[src/rtl/core/sha1_pkg.sv]
`default_nettype none

package sha1_pkg;

   localparam int unsigned BLOCK_WORDS = 16;
   localparam int unsigned HASH_WORDS  = 5;

   localparam logic [31:0] H_INIT [HASH_WORDS] = '{
      32'h67452301, 32'hEFCDAB89, 32'h98BADCFE, 32'h10325476, 32'hC3D2E1F0
   };

   localparam logic [31:0] K_R0 = 32'h5A827999;
   localparam logic [31:0] K_R1 = 32'h6ED9EBA1;
   localparam logic [31:0] K_R2 = 32'h8F1BBCDC;
   localparam logic [31:0] K_R3 = 32'hCA62C1D6;

   localparam logic [6:0] ROUND_SCHED = 7'd16;
   localparam logic [6:0] ROUND_P1    = 7'd20;
   localparam logic [6:0] ROUND_P2    = 7'd40;
   localparam logic [6:0] ROUND_P3    = 7'd60;
   localparam logic [6:0] ROUND_LAST  = 7'd79;

   localparam logic [2:0] WORD_LAST   = 3'd4;
   localparam logic [5:0] POS_LAST    = 6'h3F;
   localparam logic [5:0] PAD_LEN_POS = 6'd56;
   localparam logic [7:0] BYTE_PAD    = 8'h80;

   typedef enum logic [2:0] {
      S_IDLE,
      S_ROUND,
      S_ADD,
      S_PAD_START,
      S_PAD,
      S_EMIT
   } state_type;

   typedef enum logic [1:0] {
      RET_IDLE,
      RET_PAD_START,
      RET_PAD,
      RET_EMIT
   } ret_type;

   typedef struct packed {
      logic       absorb;
      logic       pad_start;
      logic       pad_write;
      logic       pad_wrap;
      logic       round_en;
      logic [6:0] round_idx;
      logic       chain_add;
      logic       reinit;
      logic [2:0] word_sel;
   } ctrl_cmd_type;

   typedef struct packed {
      logic pos_last;
      logic pad_full;
      logic pad_final;
   } ctrl_status_type;

endpackage

`default_nettype wire

[src/rtl/core/sha1_dp.sv]
`default_nettype none

module sha1_dp
   import sha1_pkg::*;
(
   input  wire logic            clock,
   input  wire logic            reset,
   input  wire ctrl_cmd_type    cmd,
   output ctrl_status_type      status,
   input  wire logic [7:0]      data_byte,
   output logic      [31:0]     digest_word
);

   logic [31:0] block_ff [BLOCK_WORDS];
   logic [31:0] block_in [BLOCK_WORDS];
   logic [31:0] chain_ff [HASH_WORDS];
   logic [31:0] chain_in [HASH_WORDS];
   logic [31:0] work_ff  [HASH_WORDS];
   logic [31:0] work_in  [HASH_WORDS];
   logic [63:0] count_ff;
   logic [63:0] count_in;
   logic [6:0]  pad_pos_ff;
   logic [6:0]  pad_pos_in;
   logic        pad_final_ff;
   logic        pad_final_in;

   logic        wr_en;
   logic [5:0]  wr_pos;
   logic [7:0]  wr_byte;
   logic [63:0] bit_len;
   logic [7:0]  len_byte;
   logic        len_sel;
   logic [31:0] sched_mix;
   logic [31:0] w_cur;
   logic [31:0] src [HASH_WORDS];
   logic [31:0] f_val;
   logic [31:0] k_val;
   logic [31:0] t_val;

   assign bit_len  = {count_ff[60:0], 3'b000};
   assign len_byte = bit_len[{~pad_pos_ff[2:0], 3'b000} +: 8];
   assign len_sel  = pad_final_ff && (pad_pos_ff[5:3] == PAD_LEN_POS[5:3]);
   assign wr_en    = cmd.absorb | cmd.pad_start | cmd.pad_write;
   assign wr_pos   = cmd.pad_write ? pad_pos_ff[5:0] : count_ff[5:0];

   always_comb begin
      if (cmd.absorb) begin
         wr_byte = data_byte;
      end else if (cmd.pad_start) begin
         wr_byte = BYTE_PAD;
      end else if (len_sel) begin
         wr_byte = len_byte;
      end else begin
         wr_byte = 8'h00;
      end
   end

   // message schedule runs in place over the block buffer
   assign sched_mix = block_ff[13] ^ block_ff[8] ^ block_ff[2] ^ block_ff[0];
   assign w_cur = (cmd.round_idx < ROUND_SCHED) ? block_ff[0]
                                                : {sched_mix[30:0], sched_mix[31]};

   always_comb begin
      for (int i = 0; i < HASH_WORDS; i++) begin
         src[i] = (cmd.round_idx == 7'd0) ? chain_ff[i] : work_ff[i];
      end
   end

   always_comb begin
      if (cmd.round_idx < ROUND_P1) begin
         f_val = src[3] ^ (src[1] & (src[2] ^ src[3]));
         k_val = K_R0;
      end else if (cmd.round_idx < ROUND_P2) begin
         f_val = src[1] ^ src[2] ^ src[3];
         k_val = K_R1;
      end else if (cmd.round_idx < ROUND_P3) begin
         f_val = (src[1] & src[2]) | (src[3] & (src[1] | src[2]));
         k_val = K_R2;
      end else begin
         f_val = src[1] ^ src[2] ^ src[3];
         k_val = K_R3;
      end
   end

   assign t_val = {src[0][26:0], src[0][31:27]} + f_val + src[4] + k_val + w_cur;

   always_comb begin
      block_in = block_ff;
      if (cmd.round_en) begin
         for (int i = 0; i < BLOCK_WORDS - 1; i++) begin
            block_in[i] = block_ff[i + 1];
         end
         block_in[BLOCK_WORDS - 1] = w_cur;
      end else if (wr_en) begin
         block_in[wr_pos[5:2]][{~wr_pos[1:0], 3'b000} +: 8] = wr_byte;
      end
   end

   always_comb begin
      work_in = work_ff;
      if (cmd.round_en) begin
         work_in[0] = t_val;
         work_in[1] = src[0];
         work_in[2] = {src[1][1:0], src[1][31:2]};
         work_in[3] = src[2];
         work_in[4] = src[3];
      end
   end

   always_comb begin
      chain_in = chain_ff;
      if (cmd.reinit) begin
         chain_in = H_INIT;
      end else if (cmd.chain_add) begin
         for (int i = 0; i < HASH_WORDS; i++) begin
            chain_in[i] = chain_ff[i] + work_ff[i];
         end
      end
   end

   always_comb begin
      count_in     = count_ff;
      pad_pos_in   = pad_pos_ff;
      pad_final_in = pad_final_ff;
      if (cmd.reinit) begin
         count_in = 64'd0;
      end else if (cmd.absorb) begin
         count_in = count_ff + 64'd1;
      end
      if (cmd.pad_start) begin
         pad_pos_in   = {1'b0, count_ff[5:0]} + 7'd1;
         pad_final_in = count_ff[5:0] < PAD_LEN_POS;
      end else if (cmd.pad_write) begin
         pad_pos_in = pad_pos_ff + 7'd1;
      end else if (cmd.pad_wrap) begin
         pad_pos_in   = 7'd0;
         pad_final_in = 1'b1;
      end
   end

   always_ff @(posedge clock) begin
      if (reset) begin
         chain_ff     <= H_INIT;
         count_ff     <= 64'd0;
         pad_pos_ff   <= 7'd0;
         pad_final_ff <= 1'b0;
      end else begin
         chain_ff     <= chain_in;
         count_ff     <= count_in;
         pad_pos_ff   <= pad_pos_in;
         pad_final_ff <= pad_final_in;
      end
   end

   always_ff @(posedge clock) begin
      block_ff <= block_in;
      work_ff  <= work_in;
   end

   assign status.pos_last  = count_ff[5:0] == POS_LAST;
   assign status.pad_full  = pad_pos_ff[6];
   assign status.pad_final = pad_final_ff;
   assign digest_word      = chain_ff[cmd.word_sel];

endmodule

`default_nettype wire

[src/rtl/core/sha1_ctrl.sv]
`default_nettype none

module sha1_ctrl
   import sha1_pkg::*;
(
   input  wire logic            clock,
   input  wire logic            reset,
   input  wire logic            req_tvalid,
   output logic                 req_tready,
   input  wire logic            byte_valid,
   input  wire logic            end_of_message,
   output logic                 rsp_tvalid,
   input  wire logic            rsp_tready,
   input  wire ctrl_status_type status,
   output ctrl_cmd_type         cmd
);

   state_type  state_ff, state_in;
   ret_type    ret_ff, ret_in;
   logic [6:0] round_ff, round_in;
   logic [2:0] word_ff, word_in;

   always_ff @(posedge clock) begin
      if (reset) begin
         state_ff <= S_IDLE;
         ret_ff   <= RET_IDLE;
         round_ff <= 7'd0;
         word_ff  <= 3'd0;
      end else begin
         state_ff <= state_in;
         ret_ff   <= ret_in;
         round_ff <= round_in;
         word_ff  <= word_in;
      end
   end

   always_comb begin
      state_in      = state_ff;
      ret_in        = ret_ff;
      round_in      = round_ff;
      word_in       = word_ff;
      req_tready    = 1'b0;
      rsp_tvalid    = 1'b0;
      cmd           = '0;
      cmd.round_idx = round_ff;
      cmd.word_sel  = word_ff;
      case (state_ff)
         S_IDLE: begin
            req_tready = 1'b1;
            if (req_tvalid) begin
               cmd.absorb = byte_valid;
               if (byte_valid && status.pos_last) begin
                  state_in = S_ROUND;
                  ret_in   = end_of_message ? RET_PAD_START : RET_IDLE;
               end else if (end_of_message) begin
                  state_in = S_PAD_START;
               end
            end
         end
         S_ROUND: begin
            cmd.round_en = 1'b1;
            if (round_ff == ROUND_LAST) begin
               round_in = 7'd0;
               state_in = S_ADD;
            end else begin
               round_in = round_ff + 7'd1;
            end
         end
         S_ADD: begin
            cmd.chain_add = 1'b1;
            case (ret_ff)
               RET_IDLE:      state_in = S_IDLE;
               RET_PAD_START: state_in = S_PAD_START;
               RET_PAD:       state_in = S_PAD;
               RET_EMIT: begin
                  state_in = S_EMIT;
                  word_in  = 3'd0;
               end
               default:       state_in = S_IDLE;
            endcase
         end
         S_PAD_START: begin
            cmd.pad_start = 1'b1;
            state_in      = S_PAD;
         end
         S_PAD: begin
            if (status.pad_full) begin
               state_in = S_ROUND;
               if (status.pad_final) begin
                  ret_in = RET_EMIT;
               end else begin
                  cmd.pad_wrap = 1'b1;
                  ret_in       = RET_PAD;
               end
            end else begin
               cmd.pad_write = 1'b1;
            end
         end
         S_EMIT: begin
            rsp_tvalid = 1'b1;
            if (rsp_tready) begin
               if (word_ff == WORD_LAST) begin
                  cmd.reinit = 1'b1;
                  word_in    = 3'd0;
                  state_in   = S_IDLE;
               end else begin
                  word_in = word_ff + 3'd1;
               end
            end
         end
         default: begin
            state_in = S_IDLE;
         end
      endcase
   end

endmodule

`default_nettype wire

[src/rtl/core/sha1_stream_hasher.sv]
`default_nettype none

// SHA-1 over a byte stream, one byte per request. The request that completes a 64-byte
// block is followed by a busy phase (80 rounds on a single shared round unit, then the
// chaining-word add). An end-of-message request starts padding, which writes the 0x80
// marker, zeros and the bit length one byte per cycle up to the block end, plus a step
// that sees the block full, with one compression per padded block, and a second padded
// block when the first has no room for the length. The five digest words then go out H0
// first, one per accepted response, the fifth with rsp_tlast, and the hasher is back at
// its initial state. req_tready is low whenever the block is busy.
module sha1_stream_hasher
   import sha1_pkg::*;
(
   input  wire logic        clock,
   input  wire logic        reset,
   input  wire logic        req_tvalid,
   output logic             req_tready,
   input  wire logic [7:0]  req_tdata,   // data_byte
   input  wire logic [0:0]  req_tuser,   // byte_valid
   input  wire logic        req_tlast,
   output logic             rsp_tvalid,
   input  wire logic        rsp_tready,
   output logic      [31:0] rsp_tdata,   // digest_word
   output logic      [2:0]  rsp_tuser,   // word_index
   output logic             rsp_tlast
);

   ctrl_cmd_type    cmd;
   ctrl_status_type status;

   sha1_ctrl u_ctrl (
      .clock          (clock),
      .reset          (reset),
      .req_tvalid     (req_tvalid),
      .req_tready     (req_tready),
      .byte_valid     (req_tuser[0]),
      .end_of_message (req_tlast),
      .rsp_tvalid     (rsp_tvalid),
      .rsp_tready     (rsp_tready),
      .status         (status),
      .cmd            (cmd)
   );

   sha1_dp u_dp (
      .clock       (clock),
      .reset       (reset),
      .cmd         (cmd),
      .status      (status),
      .data_byte   (req_tdata),
      .digest_word (rsp_tdata)
   );

   assign rsp_tuser = cmd.word_sel;
   assign rsp_tlast = cmd.word_sel == WORD_LAST;

endmodule

`default_nettype wire

[config.mk]
export PLATFORM = sky130hd
export DESIGN_NAME = sha1_stream_hasher
export DESIGN_NICKNAME = d
export VERILOG_FILES = /design/src/rtl/core/sha1_pkg.sv /design/src/rtl/core/sha1_dp.sv /design/src/rtl/core/sha1_ctrl.sv /design/src/rtl/core/sha1_stream_hasher.sv
export SDC_FILE = /design/constraint.sdc
export NUM_CORES = 2
export LEC_CHECK = 0
export BUFFER_PORTS_ARGS = -buffer_cell sky130_fd_sc_hd__buf_2
export CAP_MARGIN = 0
export CORE_ASPECT_RATIO = 1.25
export CORE_UTILIZATION = 46
export DETAILED_ROUTE_END_ITERATION = 7
export GPL_TIMING_DRIVEN = 1
export PLACE_DENSITY_LB_ADDON = 0.25
export SLEW_MARGIN = 20
export SYNTH_ARGS = -nofsm -noshare
export SYNTH_HDL_FRONTEND = slang
export SYNTH_SLANG_ARGS = --single-unit
[constraint.sdc]
create_clock -name clock -period 9.54 [get_ports clock]
set_input_delay 1.908 -clock clock [delete_from_list [all_inputs] [get_ports clock]]
set_output_delay 1.908 -clock clock [all_outputs]
set_load 0.05 [all_outputs]
Word-level counts from Yosys, hierarchy flattened
Cells that the tools add are included.

storage, ports and cells
  register bits = 919
  output and inout bits = 38
  word-level logic and storage cells = 178
  memories = 0
  ROM bits = 0
  RAM bits = 0
  bits in latches = 0

operators by class
  reductions and logical operators = 16
  shift operators = 3
  order comparisons = 8
  divide/modulo/power cells = 0
  multipliers = 0
  add/subtract/negate cells = 15
  bitwise operators = 18
  equality and inequality tests = 21
  multiplexer cells = 64

operators by type and width
  cell                                                                     count
  512-bit two-way mux                                                      2
  512-bit bitwise mux                                                      1
  32-bit two-way mux                                                       14
  32-bit adder                                                             9
  32-bit bitwise XOR                                                       7
  32-bit demux with 4-bit select                                           1
  32-bit bitwise AND                                                       3
  32-bit binary-select mux with 3-bit select                               1
  64-bit by 1-bit adder with 64-bit output (second input constant)         1
  32-bit bitwise OR                                                        2
  64-bit by 7-bit indexed part select with 8-bit output                    1
  8-bit by 7-bit variable shift with 32-bit output (first input constant)  1
  8-bit by 7-bit indexed part select with 32-bit output                    1
  31-bit two-way mux                                                       1
  3-bit two-way mux                                                        10
  7-bit two-way mux                                                        4
  8-bit two-way mux                                                        3
  1-bit two-way mux                                                        18
  3-bit case mux with 6 select lines                                       1
  7-bit by 1-bit adder with 7-bit output (second input constant)           2
  7-bit by 5-bit < comparator with 1-bit output (second input constant)    2
  7-bit by 6-bit < comparator with 1-bit output (second input constant)    2
  3-bit == test (second input constant)                                    4
  3-bit case mux with 4 select lines                                       1
  other kinds (36)                                                         53

Longest topological paths before layout
  depth after elaboration = 12
  mapped depth = 30

By module
A second synthesis with hierarchy kept.

unflattened totals
  cell total of the unflattened synthesis = 5,391
  area total of the unflattened synthesis = 53,755.3 µm²

modules (own cells, without submodules)
  module              seq. area each (µm²)  cells each  area an instance (µm²)  instances
  sha1_dp             24,763.8              5,281       52,869.5                1
  sha1_ctrl           300.3                 109         873.3                   1
  sha1_stream_hasher  0.0                   1           12.5                    1

Least setup slack after synthesis
No wires, ideal clock.

  kind = register to register
  start point = register u_ctrl.state_ff[0]
  end point = register u_dp.work_ff[0] in the netlist's numbering (enable)
  arrival time = 6.208 ns
  setup time = 0.587 ns
  cell stages (with the launch flop) = 9
  data required time = 8.953 ns
  clock period less this slack = 6.794 ns
  path slack = 2.746 ns
  path buffers = 5
  cells stage by stage = dfxtp_1 -> clkbuf_1 -> nor2b_1 -> nand2b_1 -> clkbuf_1 -> inv_2 -> clkbuf_1 -> clkbuf_1 -> clkbuf_1

between the ends
  word-level cells in the longest chain between the ends = 2

ends and longest elaborated chain
  item                                      RTL line         text
  from (decl)                               sha1_ctrl.sv:18  state_type state_ff, state_in;
  from (signal assigned)                    sha1_ctrl.sv:30  state_ff <= state_in;
  3-bit by 1-bit == test with 1-bit output  sha1_ctrl.sv:47  case (state_ff)
  1-bit two-way mux                         sha1_ctrl.sv:47
  to (signal assigned)                      sha1_dp.sv:157   work_ff <= work_in;
  to (decl)                                 sha1_dp.sv:18    logic [31:0] work_ff [HASH_WORDS];

Every way passes these cells.
A chain may end at the register's enable or synchronous reset.

Worst setup path after layout
  start point = register u_ctrl.round_ff[4]
  end point = register u_dp.work_ff[149] in the netlist's numbering (data pin)

between the ends
  word-level cells in the longest chain between the ends = 12
  elaborated cells between the ends (all ways) = 30
  those cells by class = 4 x add/sub; 4 x order compare; 12 x mux; 9 x bitwise; 1 x reduce/logical

ends and longest elaborated chain
  item                       RTL line         text
  from (decl)                sha1_ctrl.sv:20  logic [6:0] round_ff, round_in;
  from (signal assigned)     sha1_ctrl.sv:32  round_ff <= round_in;
  7-bit logical NOT          sha1_dp.sv:65    src[i] = (cmd.round_idx == 7'd0) ? chain_ff[i] : work_ff[i];
  32-bit two-way mux         sha1_dp.sv:65
  32-bit bitwise OR          sha1_dp.sv:77    f_val = (src[1] & src[2]) | (src[3] & (src[1] | src[2]));
  32-bit bitwise AND         sha1_dp.sv:77
  32-bit bitwise OR          sha1_dp.sv:77
  32-bit two-way mux         sha1_dp.sv:76    end else if (cmd.round_idx < ROUND_P3) begin
  32-bit two-way mux         sha1_dp.sv:73    end else if (cmd.round_idx < ROUND_P2) begin
  32-bit two-way mux         sha1_dp.sv:70    if (cmd.round_idx < ROUND_P1) begin
  32-bit adder (3 in a row)  sha1_dp.sv:85    assign t_val = {src[0][26:0], src[0][31:27]} + f_val + src[4] + k_val + w_cur;
  32-bit adder *             sha1_dp.sv:85
  via u_dp.t_val[21]         sha1_dp.sv:38    logic [31:0] t_val;

Mark *: on every way through the listed nets, which the timed path passes. The rest lies on a longest branch.

==> results.sh <==
export IMPL_hold_buffers=0
export IMPL_drt_wl_total_um=159000
export IMPL_setup_viol=0
export IMPL_grt_pass1_vias=40400
export IMPL_clock_fmax_mhz=134
export IMPL_rows=139
export IMPL_fin_crit_ns=7.45
export IMPL_boundaryPins=52
export IMPL_cp_required_ns=9.99
export IMPL_synth_area_um2=53200
export IMPL_cts_tree="built"
export IMPL_area_growth_pct=9.23
export IMPL_die_h_um=382
export IMPL_viasPerCell=5.98
export IMPL_finClkSkew_ns=0.0394
export IMPL_cts_clk_slew_worst_paths_ns=0.07
export IMPL_worstPathMaxFanout=49
export IMPL_clkLatencyLatePin_ns=0.74
export IMPL_max_stage_delay_ns=0.71
export IMPL_finalHoldViolCount=0
export IMPL_syn_inst=5432
export IMPL_maxCapViolCount=0
export IMPL_vias=41400
export IMPL_timing_rr_start="u_ctrl.round_ff[4]"
export IMPL_status="completed"
export IMPL_met1_usage_pct=34.0
export IMPL_post_cts_resized=0
export IMPL_avgRoutedWirePerCell_um=22.9
export IMPL_crit_path_cell_trace="nor3_2, nand3_4, a21oi_1, o21ai_0, a31o_2, a21oi_1, o21ai_0, fa_1, inv_1, fa_1, inv_1, fa_1, ha_1, fa_1, a211oi_1, o21bai_1, a22oi_1, nor2b_1, o21bai_1, a31oi_1, a21oi_1, a21o_1, a21oi_1, xnor2_1"
export IMPL_h_tree_depth=3
export IMPL_synth_top_cell_by_area="edfxtp_1"
export IMPL_cts_buffers=98
export IMPL_setup_tns_ns=0
export IMPL_gr_usage_met3_pct=3.55
export IMPL_tightest_slew_ns=1.16
export IMPL_final_cell_mix="987 x nand2_1, 750 x o21ai_0, 672 x edfxtp_1"
export IMPL_clock_path_buffers=3
export IMPL_synth_top_area_share_pct=37.9
export IMPL_path_class="flop to flop"
export IMPL_ys_seq_area_share_pct=47.1
export IMPL_synth_cell_types=91
export IMPL_synthArstFlopShare_pct=0
export IMPL_avgSynthCellArea_um2=9.80
export IMPL_core_area_um2=115000
export IMPL_ant_nets=0
export IMPL_critPathTopFamily="compound AO/OA/AOI/OAI gates"
export IMPL_drv_slew=0
export IMPL_grt_total_usage_pct=26.9
export IMPL_die_w_um=306
export IMPL_final_nets=5690
export IMPL_startpoint_type="flop"
export IMPL_initial_core_util_pct=46.4
export IMPL_io_buffers=51
export IMPL_drive_above_1_share_pct=7.95
export IMPL_grt_antenna_before_repair=1
export IMPL_yosysWarnings=0
export IMPL_synth_area_leaders="edfxtp_1 38%, dfxtp_1 9.2%, o21ai_0 7.1%"
export IMPL_min_path_type="flop to flop"
export IMPL_crit_arrival_ns=7.91
export IMPL_clockRootBuffer="clkbuf_16"
export IMPL_busiest_layer="met2"
export IMPL_synth_fp_nets=5758
export IMPL_final_common_cell="nand2_1"
export IMPL_cp_num_buf_inv=2
export IMPL_rsz0062_at_grt="false"
export IMPL_clock_sinks=916
export IMPL_hold_start="u_dp.block_ff[131]"
export IMPL_ys_ff_latch=916
export IMPL_cts_setup_buffers=0
export IMPL_slowest_stage="a21oi_1"
export IMPL_gr_usage_met2_pct=45.5
export IMPL_slew_headroom_pct=21.8
export IMPL_place_hpwl_um=112000
export IMPL_dieArea_um2=117000
export IMPL_drtIter0Drc=4032
export IMPL_gp_congestion=0.968
export IMPL_finalCritPeriodShare_pct=78.1
export IMPL_grt_max_degree=240
export IMPL_crit_start="u_ctrl.round_ff[4]"
export IMPL_worstSetupEndpointType="flop"
export IMPL_gr_total_overflow=0
export IMPL_dr_pass1_iters=5
export IMPL_ys_dominant_reg_cell="edfxtp_1"
export IMPL_synth_edf_count=672
export IMPL_drc=0
export IMPL_grt_pass1_wl_um=242000
-- cells by family after synthesis --
family	Yosys count	synth area share, %
compound gates	1499	16.2
xor+xnor	328	5.40
fa+ha+maj	313	8.91
buf+inv	483	3.47
flops	916	47.1
mux	232	5.62
simple gates	1661	13.3
-- routing by layer --
metal | share of wire (%) | up-vias
met3 | 6.0 | 308
met5 | 0 | -
met2 | 49 | 1460
met1 | 41 | 20400
li1 | - | 19300
met4 | 4.4 | 0
-- path summary, 6_finish.rpt --
kind	end	slack, ns	cells past startpoint
worst min register to register	u_dp.block_ff[163]	0.49	2
worst max-delay path	u_dp.work_ff[149]	2.09	24
worst min-delay path	u_dp.block_ff[163]	0.49	2
worst max register to register	u_dp.work_ff[149]	2.09	24
-- flip-flops by register name (all words and copies together) (netlist names) --
register / count
u_ctrl.ret_ff: 2
u_ctrl.round_ff: 7
u_ctrl.state_ff: 3
u_ctrl.word_ff: 3
u_dp.block_ff: 512
u_dp.chain_ff: 160
u_dp.count_ff: 61
u_dp.pad_final_ff: 1
u_dp.pad_pos_ff: 7
u_dp.work_ff: 160
-- worst register-to-register path, stage by stage, from the launching register on --
cell	delay (ns)
dfxtp_1	0.40
nor3_2	0.30
nand3_4	0.64
a21oi_1	0.75
o21ai_0	0.18
a31o_2	0.27
a21oi_1	0.09
o21ai_0	0.19
fa_1	0.59
inv_1	0.06
fa_1	0.47
inv_1	0.05
fa_1	0.46
ha_1	0.25
fa_1	0.49
a211oi_1	0.24
o21bai_1	0.16
a22oi_1	0.27
nor2b_1	0.24
o21bai_1	0.13
a31oi_1	0.34
a21oi_1	0.16
a21o_1	0.20
a21oi_1	0.17
xnor2_1	0.08
-- cell type report --
type,instances,area [um2]
sequential,916,25100
multi-input combinational,4033,26400
antenna,2,5.00
tap,1480,1850
clock buffer,143,2840
fill,10400,56700
timing repair buffer,101,693
inverter,214,811
clock inverter,40,482
-- stage by stage --
stage / setup slack, ns / area, um2 / cells / hold slack (ns) / util, %
final: 2.09 / 58100 / 6929 / 0.492 / 50.6
after global routing: 1.57 / 58100 / 6927 / 0.523 / 50.6
after CTS: 2.10 / 58100 / 6927 / 0.494 / 50.6
after detailed placement: 2.17 / 54800 / 6744 / 0.485 / 47.7
after global placement: 2.29 / 54800 / 6744 / 0.476 / 47.7
after floorplan: 2.75 / 53200 / 5432 / 0.452 / -
-- synth_stat cells, types with 12 or more instances --
| library cell | number |
|---|---|
| xor2_1 | 107 |
| and2_1 | 17 |
| fa_1 | 110 |
| a211oi_1 | 36 |
| nand3_1 | 88 |
| o211ai_1 | 63 |
| dfxtp_1 | 244 |
| nor3b_1 | 12 |
| inv_1 | 210 |
| clkbuf_1 | 225 |
| nand4_1 | 22 |
| nor3_1 | 65 |
| xnor2_1 | 221 |
| a221oi_1 | 12 |
| o31ai_1 | 14 |
| o21bai_1 | 22 |
| mux4_2 | 45 |
| o21ai_1 | 14 |
| nor2b_1 | 33 |
| ha_1 | 202 |
| o21a_1 | 21 |
| nand2_1 | 988 |
| mux2_2 | 84 |
| buf_2 | 16 |
| and3_1 | 34 |
| o21ai_0 | 751 |
| edfxtp_1 | 672 |
| nand2b_1 | 35 |
| buf_1 | 24 |
| a21o_1 | 74 |
| or3_1 | 27 |
| mux2i_1 | 103 |
| nor2_1 | 298 |
| o22ai_1 | 18 |
| a31o_2 | 12 |
| a21oi_1 | 341 |
| a31oi_1 | 35 |
Power is not shown: default switching activity piles up to over one toggle a cycle in this logic, so the estimate is an artifact.
